## src/design/jpm_pkg.sv

```systemverilog
// Package for the joint path metric block: sizes, mode codes and the
// per-waypoint record passed from the sample front end to the total back end.
// No dependencies.
`timescale 1ns / 1ps
`default_nettype none

package jpm_pkg;

	// Joint limit per waypoint; later joints of a waypoint are ignored
	localparam int MAX_JOINTS = 8;

	localparam int POS_W    = 16;
	localparam int CNT_W    = $clog2(MAX_JOINTS + 1);
	localparam int IDX_W    = (MAX_JOINTS > 1) ? $clog2(MAX_JOINTS) : 1;
	localparam int ABS_W    = 16;
	localparam int SQ_W     = 2 * ABS_W;
	localparam int SQSUM_W  = 38;
	localparam int LIN_W    = SQ_W + 1 + $clog2(MAX_JOINTS);
	localparam int ROOT_W   = SQSUM_W / 2;
	localparam int REM_W    = ROOT_W + 3;
	localparam int STEP_W   = $clog2(ROOT_W);
	localparam int VAL_W    = LIN_W + 1;
	localparam int TOTAL_W  = 48;

	localparam logic [SQSUM_W-1:0] SQSUM_MAX = {SQSUM_W{1'b1}};
	localparam logic [TOTAL_W-1:0] TOTAL_MAX = {TOTAL_W{1'b1}};

	// Waypoint queue between front and back
	localparam int QUEUE_DEPTH = 4;
	localparam int QPTR_W      = $clog2(QUEUE_DEPTH);

	// metric_mode codes
	localparam logic [1:0] MODE_ABS    = 2'd0;
	localparam logic [1:0] MODE_EUCLID = 2'd1;
	localparam logic [1:0] MODE_SQUARE = 2'd2;

	// One finished waypoint, as handed to the back end
	typedef struct packed {
		logic [SQSUM_W-1:0] sqsum;    // clamped sum of squared moves
		logic [LIN_W-1:0]   lin;      // per-sample adds of the absolute/squared modes
		logic               root_en;  // add the square root of sqsum
		logic               last_wp;  // trajectory ends with this waypoint
	} wp_rec_t;

endpackage

`default_nettype wire

```

## src/design/joint_path_metric_core.sv

```systemverilog
// Joint-space path metric. Joint samples (signed Q3.12) are taken at one per
// cycle unless a finished waypoint finds the waypoint queue full; the front
// end keeps them in a pipeline and turns each waypoint into a record. The back
// end takes a waypoint through its sum and add states, with a root state first
// in the Euclidean mode (not for a trajectory's first waypoint), where a square
// root yields one bit a cycle. A 4-deep waypoint queue sits between the two, so
// the front end goes on taking samples while the back end works, until it fills.
// The result of a trajectory is held in an output register until taken. metric_mode
// is written through the configuration channel, which is always ready.
// Depends on jpm_pkg, jpm_front, jpm_queue, jpm_back.
`timescale 1ns / 1ps
`default_nettype none

module joint_path_metric_core (
	input  wire logic         clk,
	input  wire logic         arst_n,
	input  wire logic         in_valid,
	output logic              in_ready,
	input  wire logic [15:0]  joint_position,
	input  wire logic         last_joint,
	input  wire logic         last_waypoint,
	input  wire logic         cfg_valid,
	output logic              cfg_ready,
	input  wire logic [1:0]   metric_mode,
	output logic              out_valid,
	input  wire logic         out_ready,
	output logic [47:0]       path_total,
	output logic              total_saturated
);
	import jpm_pkg::*;

	wp_rec_t push_rec, pop_rec;
	logic    rec_push, rec_full, rec_pop, rec_nonempty;

	// Sample front end
	jpm_front u_front (
		.clk            (clk),
		.arst_n         (arst_n),
		.in_valid       (in_valid),
		.in_ready       (in_ready),
		.joint_position (joint_position),
		.last_joint     (last_joint),
		.last_waypoint  (last_waypoint),
		.cfg_valid      (cfg_valid),
		.cfg_ready      (cfg_ready),
		.cfg_mode       (metric_mode),
		.rec_push       (rec_push),
		.rec_full       (rec_full),
		.rec            (push_rec)
	);

	// Waypoint queue
	jpm_queue u_queue (
		.clk       (clk),
		.arst_n    (arst_n),
		.push      (rec_push),
		.push_data (push_rec),
		.full      (rec_full),
		.pop       (rec_pop),
		.pop_data  (pop_rec),
		.nonempty  (rec_nonempty)
	);

	// Root and total back end
	jpm_back u_back (
		.clk             (clk),
		.arst_n          (arst_n),
		.rec_valid       (rec_nonempty),
		.rec_pop         (rec_pop),
		.rec             (pop_rec),
		.out_valid       (out_valid),
		.out_ready       (out_ready),
		.path_total      (path_total),
		.total_saturated (total_saturated)
	);

endmodule

`default_nettype wire

```

## src/design/jpm_front.sv

```systemverilog
// Front end of the joint path metric: takes joint samples, keeps the previous
// waypoint, forms per-sample moves and squares, and emits one record per waypoint.
// Depends on jpm_pkg.
`timescale 1ns / 1ps
`default_nettype none

module jpm_front (
	input  wire logic                     clk,
	input  wire logic                     arst_n,
	input  wire logic                     in_valid,
	output logic                          in_ready,
	input  wire logic [15:0]              joint_position,
	input  wire logic                     last_joint,
	input  wire logic                     last_waypoint,
	input  wire logic                     cfg_valid,
	output logic                          cfg_ready,
	input  wire logic [1:0]               cfg_mode,
	output logic                          rec_push,
	input  wire logic                     rec_full,
	output jpm_pkg::wp_rec_t              rec
);
	import jpm_pkg::*;

	logic [POS_W-1:0]   prev_q [MAX_JOINTS];
	logic [CNT_W-1:0]   cnt_q;
	logic               first_q;
	logic [1:0]         mode_q;

	logic               s1_valid_q, s1_use, s1_lj, s1_lw, s1_first;
	logic [ABS_W-1:0]   s1_abs;
	logic [1:0]         s1_mode;

	logic               s2_valid_q, s2_use, s2_lj, s2_lw, s2_first;
	logic [ABS_W-1:0]   s2_abs;
	logic [SQ_W-1:0]    s2_sq;
	logic [1:0]         s2_mode;

	logic [SQSUM_W-1:0] sqsum_q;
	logic [LIN_W-1:0]   lin_q;

	logic               adv, accept, active;
	logic [IDX_W-1:0]   idx;
	logic [POS_W:0]     diff;
	logic [POS_W:0]     neg_diff;
	logic [SQSUM_W:0]   sqsum_wide;
	logic [SQSUM_W-1:0] sqsum_nxt;
	logic [LIN_W-1:0]   lin_add;
	logic [LIN_W-1:0]   lin_nxt;

	// Whole pipeline stalls only when a waypoint record cannot be queued
	assign adv       = !(s2_valid_q && s2_lj && rec_full);
	assign in_ready  = adv;
	assign accept    = in_valid && adv;
	assign cfg_ready = 1'b1;

	// Sample classification and move against the stored previous waypoint
	assign active   = (cnt_q < CNT_W'(MAX_JOINTS));
	assign idx      = cnt_q[IDX_W-1:0];
	assign diff     = {joint_position[POS_W-1], joint_position}
	                - {prev_q[idx][POS_W-1], prev_q[idx]};
	assign neg_diff = -diff;

	always_ff @(posedge clk) begin
		if (accept && active) begin
			prev_q[idx] <= joint_position;
		end
	end

	always_ff @(posedge clk or negedge arst_n) begin
		if (!arst_n) begin
			cnt_q   <= '0;
			first_q <= 1'b1;
			mode_q  <= MODE_ABS;
		end else begin
			if (cfg_valid) begin
				mode_q <= cfg_mode;
			end
			if (accept) begin
				if (last_joint) begin
					cnt_q   <= '0;
					first_q <= last_waypoint;
				end else if (active) begin
					cnt_q <= cnt_q + CNT_W'(1);
				end
			end
		end
	end

	// Stage 1: absolute move
	always_ff @(posedge clk or negedge arst_n) begin
		if (!arst_n) begin
			s1_valid_q <= 1'b0;
		end else if (adv) begin
			s1_valid_q <= accept;
		end
	end

	always_ff @(posedge clk) begin
		if (adv) begin
			s1_use   <= active && !first_q;
			s1_abs   <= diff[POS_W] ? neg_diff[ABS_W-1:0] : diff[ABS_W-1:0];
			s1_mode  <= mode_q;
			s1_lj    <= last_joint;
			s1_lw    <= last_waypoint;
			s1_first <= first_q;
		end
	end

	// Stage 2: square of the move
	always_ff @(posedge clk or negedge arst_n) begin
		if (!arst_n) begin
			s2_valid_q <= 1'b0;
		end else if (adv) begin
			s2_valid_q <= s1_valid_q;
		end
	end

	always_ff @(posedge clk) begin
		if (adv) begin
			s2_use   <= s1_use;
			s2_abs   <= s1_abs;
			s2_sq    <= s1_abs * s1_abs;
			s2_mode  <= s1_mode;
			s2_lj    <= s1_lj;
			s2_lw    <= s1_lw;
			s2_first <= s1_first;
		end
	end

	// Waypoint accumulation: clamped square sum and the per-sample total adds
	always_comb begin
		lin_add = '0;
		if (s2_use) begin
			case (s2_mode)
				MODE_ABS:    lin_add = LIN_W'(s2_abs);
				MODE_SQUARE: lin_add = LIN_W'(s2_sq);
				default:     lin_add = '0;
			endcase
		end
	end

	assign sqsum_wide = {1'b0, sqsum_q} + (s2_use ? (SQSUM_W+1)'(s2_sq) : '0);
	assign sqsum_nxt  = sqsum_wide[SQSUM_W] ? SQSUM_MAX : sqsum_wide[SQSUM_W-1:0];
	assign lin_nxt    = lin_q + lin_add;

	always_ff @(posedge clk or negedge arst_n) begin
		if (!arst_n) begin
			sqsum_q <= '0;
			lin_q   <= '0;
		end else if (s2_valid_q && adv) begin
			if (s2_lj) begin
				sqsum_q <= '0;
				lin_q   <= '0;
			end else begin
				sqsum_q <= sqsum_nxt;
				lin_q   <= lin_nxt;
			end
		end
	end

	// Record of a finished waypoint
	assign rec_push     = s2_valid_q && s2_lj && !rec_full;
	assign rec.sqsum    = sqsum_nxt;
	assign rec.lin      = lin_nxt;
	assign rec.root_en  = !s2_first && (s2_mode == MODE_EUCLID);
	assign rec.last_wp  = s2_lw;

endmodule

`default_nettype wire

```

## src/design/jpm_queue.sv

```systemverilog
// Short queue of waypoint records between front and back end.
// Depends on jpm_pkg.
`timescale 1ns / 1ps
`default_nettype none

module jpm_queue (
	input  wire logic             clk,
	input  wire logic             arst_n,
	input  wire logic             push,
	input  jpm_pkg::wp_rec_t      push_data,
	output logic                  full,
	input  wire logic             pop,
	output jpm_pkg::wp_rec_t      pop_data,
	output logic                  nonempty
);
	import jpm_pkg::*;

	wp_rec_t             mem_q [QUEUE_DEPTH];
	logic [QPTR_W-1:0]   wr_q, rd_q;
	logic [QPTR_W:0]     count_q;
	logic                do_pop;

	assign full     = (count_q == (QPTR_W+1)'(QUEUE_DEPTH));
	assign nonempty = (count_q != '0);
	assign pop_data = mem_q[rd_q];
	assign do_pop   = pop && nonempty;

	always_ff @(posedge clk) begin
		if (push) begin
			mem_q[wr_q] <= push_data;
		end
	end

	// Pointers wrap naturally at a power-of-two depth
	always_ff @(posedge clk or negedge arst_n) begin
		if (!arst_n) begin
			wr_q    <= '0;
			rd_q    <= '0;
			count_q <= '0;
		end else begin
			if (push) begin
				wr_q <= wr_q + QPTR_W'(1);
			end
			if (do_pop) begin
				rd_q <= rd_q + QPTR_W'(1);
			end
			case ({push, do_pop})
				2'b10:   count_q <= count_q + (QPTR_W+1)'(1);
				2'b01:   count_q <= count_q - (QPTR_W+1)'(1);
				default: count_q <= count_q;
			endcase
		end
	end

endmodule

`default_nettype wire

```

## src/design/jpm_back.sv

```systemverilog
// Back end of the joint path metric: per waypoint, an iterative square root in
// the Euclidean mode (one root bit a cycle), then a saturating add into the trajectory total.
// Depends on jpm_pkg.
`timescale 1ns / 1ps
`default_nettype none

module jpm_back (
	input  wire logic                clk,
	input  wire logic                arst_n,
	input  wire logic                rec_valid,
	output logic                     rec_pop,
	input  jpm_pkg::wp_rec_t         rec,
	output logic                     out_valid,
	input  wire logic                out_ready,
	output logic [47:0]              path_total,
	output logic                     total_saturated
);
	import jpm_pkg::*;

	typedef enum logic [3:0] {
		ST_IDLE = 4'b0001,
		ST_ROOT = 4'b0010,
		ST_SUM  = 4'b0100,
		ST_ADD  = 4'b1000
	} back_state_t;

	back_state_t         state_q;
	logic [SQSUM_W-1:0]  rad_q;
	logic [REM_W-1:0]    rem_q;
	logic [ROOT_W-1:0]   root_q;
	logic [STEP_W-1:0]   step_q;
	logic [LIN_W-1:0]    lin_q;
	logic                last_q;
	logic [VAL_W-1:0]    val_q;
	logic [TOTAL_W-1:0]  total_q;
	logic                sat_q;
	logic                out_valid_q;
	logic [TOTAL_W-1:0]  out_total_q;
	logic                out_sat_q;

	logic [REM_W-1:0]    rem_sh, trial;
	logic                take;
	logic [TOTAL_W:0]    total_wide;
	logic                over;
	logic [TOTAL_W-1:0]  total_nxt;
	logic                add_go;
	logic                out_load;

	assign rec_pop = (state_q == ST_IDLE) && rec_valid;

	// One root digit: bring down two radicand bits, try subtracting 4*root+1
	assign rem_sh = {rem_q[REM_W-3:0], rad_q[SQSUM_W-1 -: 2]};
	assign trial  = {1'b0, root_q, 2'b01};
	assign take   = (rem_sh >= trial);

	// Saturating total update; a total below the max plus any value fits one extra bit
	assign total_wide = {1'b0, total_q} + (TOTAL_W+1)'(val_q);
	assign over       = total_wide[TOTAL_W];
	assign total_nxt  = over ? TOTAL_MAX : total_wide[TOTAL_W-1:0];
	assign add_go     = !(last_q && out_valid_q && !out_ready);
	assign out_load   = (state_q == ST_ADD) && add_go && last_q;

	always_ff @(posedge clk or negedge arst_n) begin
		if (!arst_n) begin
			state_q     <= ST_IDLE;
			total_q     <= '0;
			sat_q       <= 1'b0;
			out_valid_q <= 1'b0;
		end else begin
			// Result register: loaded at a trajectory end, cleared once transferred
			out_valid_q <= out_load || (out_valid_q && !out_ready);
			case (state_q)
				ST_IDLE: begin
					if (rec_valid) begin
						state_q <= rec.root_en ? ST_ROOT : ST_SUM;
					end
				end
				ST_ROOT: begin
					if (step_q == STEP_W'(ROOT_W - 1)) begin
						state_q <= ST_SUM;
					end
				end
				ST_SUM: begin
					state_q <= ST_ADD;
				end
				ST_ADD: begin
					if (add_go) begin
						state_q <= ST_IDLE;
						if (last_q) begin
							total_q     <= '0;
							sat_q       <= 1'b0;
						end else begin
							total_q <= total_nxt;
							sat_q   <= sat_q | over;
						end
					end
				end
				default: begin
					state_q <= ST_IDLE;
				end
			endcase
		end
	end

	// Datapath registers
	always_ff @(posedge clk) begin
		case (state_q)
			ST_IDLE: begin
				rad_q  <= rec.sqsum;
				lin_q  <= rec.lin;
				last_q <= rec.last_wp;
				rem_q  <= '0;
				root_q <= '0;
				step_q <= '0;
			end
			ST_ROOT: begin
				rad_q  <= {rad_q[SQSUM_W-3:0], 2'b00};
				rem_q  <= take ? (rem_sh - trial) : rem_sh;
				root_q <= {root_q[ROOT_W-2:0], take};
				step_q <= step_q + STEP_W'(1);
			end
			ST_SUM: begin
				val_q <= VAL_W'(lin_q) + VAL_W'(root_q);
			end
			ST_ADD: begin
				if (add_go && last_q) begin
					out_total_q <= total_nxt;
					out_sat_q   <= sat_q | over;
				end
			end
			default: begin
				step_q <= '0;
			end
		endcase
	end

	assign out_valid       = out_valid_q;
	assign path_total      = out_total_q;
	assign total_saturated = out_sat_q;

endmodule

`default_nettype wire

```

## config.mk

```make
export PLATFORM = sky130hd
export DESIGN_NAME = joint_path_metric_core
export DESIGN_NICKNAME = d
export VERILOG_FILES = /design/src/design/jpm_pkg.sv /design/src/design/joint_path_metric_core.sv /design/src/design/jpm_front.sv /design/src/design/jpm_queue.sv /design/src/design/jpm_back.sv
export SDC_FILE = /design/constraint.sdc
export NUM_CORES = 2
export LEC_CHECK = 0
export ABC_CLOCK_PERIOD_IN_PS = 17950
export BUFFER_PORTS_ARGS = -buffer_cell sky130_fd_sc_hd__buf_2
export CAP_MARGIN = 20
export CORE_MARGIN = 1.5
export CORE_UTILIZATION = 65
export DETAILED_ROUTE_END_ITERATION = 10
export MAX_ROUTING_LAYER = met4
export PLACE_DENSITY = 0.83
export SYNTH_ARGS = -nofsm -noshare
export SYNTH_HDL_FRONTEND = slang
export SYNTH_SLANG_ARGS = --single-unit
```

## constraint.sdc

```tcl
create_clock -name clk -period 17.95 [get_ports clk]
set_input_delay 1.795 -clock clk [delete_from_list [all_inputs] [get_ports clk]]
set_output_delay 1.795 -clock clk [all_outputs]
set_load 0.005 [all_outputs]
```

==> metrics.txt <==
status=finished, violations left; failing checks=design-rule violations; Clk Latency, worst-skew pair=0.66 ns; Synth Area in Simple Gates=10.1%; nets=between 4k and 5k; setup TNS=0 ns; Core ar.=between 70000 and 80000 µm²; total gr overflow=0; Placement Rows=99; Critical Path Sink Type=flop; CTS Hold Bufs=0; flop and latch count out of synthesis=between 800 and 900; DP Area=between 40000 and 50000 µm²; syn_area_per_cell=about 12 µm²; crit path time final=7.09 ns; DR WL/cell=roughly 22 µm; reg2reg setup slack=10.86 ns; IO buf count=75; hold path startpoint=u_front.s1_lw; mux share of post-synthesis cell area=4.32%; CTS tree=yes; PostCTS Resize Cnt=0; Reg-to-Reg Start=u_front.s1_abs[9]; P&R area growth vs syn=8.67%; Initial Util=approximately two thirds; fraction of layout cells with a size suffix above 1=under 10%; Synth Cell Area=48000 µm²; sequential fraction of the synthesis area=51.9%; Clk pin slew, worst setup/hold paths=0.06 ns; reg2reg end=u_front.s2_sq[30]; worst hold stages=0; clk sink count=~860; Inserted Clock Buffers=86; crit path kind=flop to flop; Worst-Margin Slew=around 1.1 ns; gpl congestion=between 0.9 and 1; final instance area=around 52000 µm²; drt first pass iters=9; area share of the largest cell type after synthesis=approximately 44%; Yosys top cell by area=edfxtp_1; final core utilization=a little under three quarters; first-pass GRT wire length=between 150000 and 200000 µm; CTS root buf=clkbuf_16; vias per inst=~6.3; Synth Instances=about 3.9k; Ports=just under 80; drc violations=7; adder-cell share of the synthesized area=between 10 and 15%; Layout Skew=around 0.031 ns; worst r2r path cells=22; register area=approximately 25000 µm²; multi-input logic area=roughly 21000 µm²; Post-Route WL=~110000 µm; initial antenna violation count=0; Post-DRT Antenna Nets=0; initial drt markers=~3.1k; Worst EP required=roughly 18 ns; most numerous cell in the Yosys netlist=edfxtp_1; hpwl dp=72300 µm; Post-synth EDFFs=between 700 and 800; top_reg_cell synth=edfxtp_1; Finish-stage setup viols=0; Synth top cells by count=edfxtp_1, nand2_1, inv_1, ha_1, nor2_1; Global Route Usage Sum=between 30% and 40%; largest family of logic cells by synthesized area=adder cells; largest net degree at the start of global routing=81; Final WS setup=about 11 ns; Rel. slew slack=roughly a quarter; Synth Area in Compound Gates=between 10% and 20%; pre-CTS setup slack=about 11 ns; postcts setup bufs=0; CP startpoint kind=flop; CP max FO=18; FILL cells=slightly below 5k; Synth Net Count=around 4.4k; routed vias=31.7k; CTS H-Tree Depth=3; Final Hold Viols=0; Die Ht=around 270 µm; RSZ-0062 raised after global routing=no; # diodes=0; cells taking the most area after synthesis=edfxtp_1, dfrtp_1, fa_1; Final Cycle Share=39.5%; FMAX=about 0.14 GHz; max-slew violations=0; die area=around 76000 µm²; Yosys warning total=0; CP Data Arrival Time=7.48 ns; max-cap viol count=0; hold endpoint=u_front.s2_lw; Synth Area in XOR/XNOR=under 10%; chip width=about 270 µm; share of flip-flops with an asynchronous set or reset=between 10% and 20%; Hold Path Class=flop to flop; vias in the first global route=about 32k; Cell variety after synth=96; clk buf depth=3
## cells in the final DEF (no fill, tap or decap), drive strengths merged, types with 16 or more instances in the layout
cell / count
a22oi: 43
a31oi: 23
a22o: 99
ha: 267
inv: 346
dfrtp: 142
nand2: 364
nand4: 41
mux4: 76
clkbuf: 117
a21oi: 186
and3: 60
o21bai: 28
a211oi: 21
a21o: 92
mux2i: 23
or2: 17
buf: 107
a221oi: 20
o211ai: 19
nand3: 64
o21a: 24
o31ai: 16
fa: 169
nor2: 189
and2: 94
clkinv: 30
nand2b: 18
nor3: 38
xor2: 77
o21ai: 147
nor2b: 48
xnor2: 130
edfxtp: 711
## layout make-up
cell class              count  share of cell area, %
flip-flops and latches    855                   47.8
multi-input cells        2572                   40.7
clock buffers             117                   4.48
inverters                 343                   2.47
well taps                 959                   2.30
repair buffers            107                   1.24
clock inverters            43                  0.983
## critical path: stages, from the launching register on
cell and delay, ns:
edfxtp_1 0.82, and2_1 0.27, inv_1 0.07, fa_1 0.50, inv_1 0.05, fa_1 0.49, inv_1 0.06, fa_1 0.49
inv_1 0.06, fa_1 0.50, fa_1 0.55, inv_1 0.06, fa_1 0.53, inv_1 0.04, ha_1 0.37, and3_1 0.22
a221oi_1 0.38, a22oi_1 0.19, a21oi_1 0.23, a21oi_1 0.17, a2111oi_0 0.46, o21bai_1 0.15, xor2_1 0.15
## metal layers
metal / GRT usage, % / wire, µm / vias up
met5: - / 0 / -
met4: 11.0 / 3830 / 0
met3: 3.77 / 6630 / 276
met2: 49.6 / 54400 / 1256
met1: 39.2 / 44300 / 15800
li1: - / - / 14400
## how the worst max path moves through the flow
stage                 startpoint                 to  slack (ns)  depth (start not counted)
2_1_floorplan  u_front.s1_abs[4]  u_front.s2_sq[30]       11.45                         22
3_3_place_gp   u_front.s1_abs[1]  u_front.s2_sq[30]       11.07                         23
3_5_place_dp   u_front.s1_abs[9]  u_front.s2_sq[30]       10.97                         22
4_1_cts        u_front.s1_abs[9]  u_front.s2_sq[30]       10.88                         22
5_1_grt        u_front.s1_abs[9]  u_front.s2_sq[30]       10.48                         22
6_report       u_front.s1_abs[9]  u_front.s2_sq[30]       10.86                         22
## per-stage QoR
step                instances  hold slack, ns
floorplan                3933           0.400
global placement         4835           0.406
detailed placement       4835           0.413
CTS                      4995           0.430
global route             4996           0.438
finish                   4996           0.435
## kinds of logic (layout without fill, tap and decap cells)
group           after synthesis  count (layout)
fa+ha+maj                   436             436
simple gates               1003            1003
buf+inv                     506             610
xor+xnor                    207             207
compound gates              814             814
other cells                   1               1
mux                         111             111
flops                       855             855
## state kept, by name, summed over array words and instances (netlist names), 5 cells and up
signal / flops
u_queue.mem_q: 304
u_front.prev_q: 128
u_back.path_total: 48
u_back.total_q: 48
u_back.rad_q: 38
u_front.sqsum_q: 38
u_back.val_q: 37
u_back.lin_q: 36
u_front.lin_q: 36
u_front.s2_sq: 31
u_back.rem_q: 20
u_back.root_q: 19
u_front.s1_abs: 16
u_front.s2_abs: 15
u_back.step_q: 5
Power is left out: the tool's default activity adds up to more than one toggle a clock period on the data nets, which glitch-free logic cannot reach.
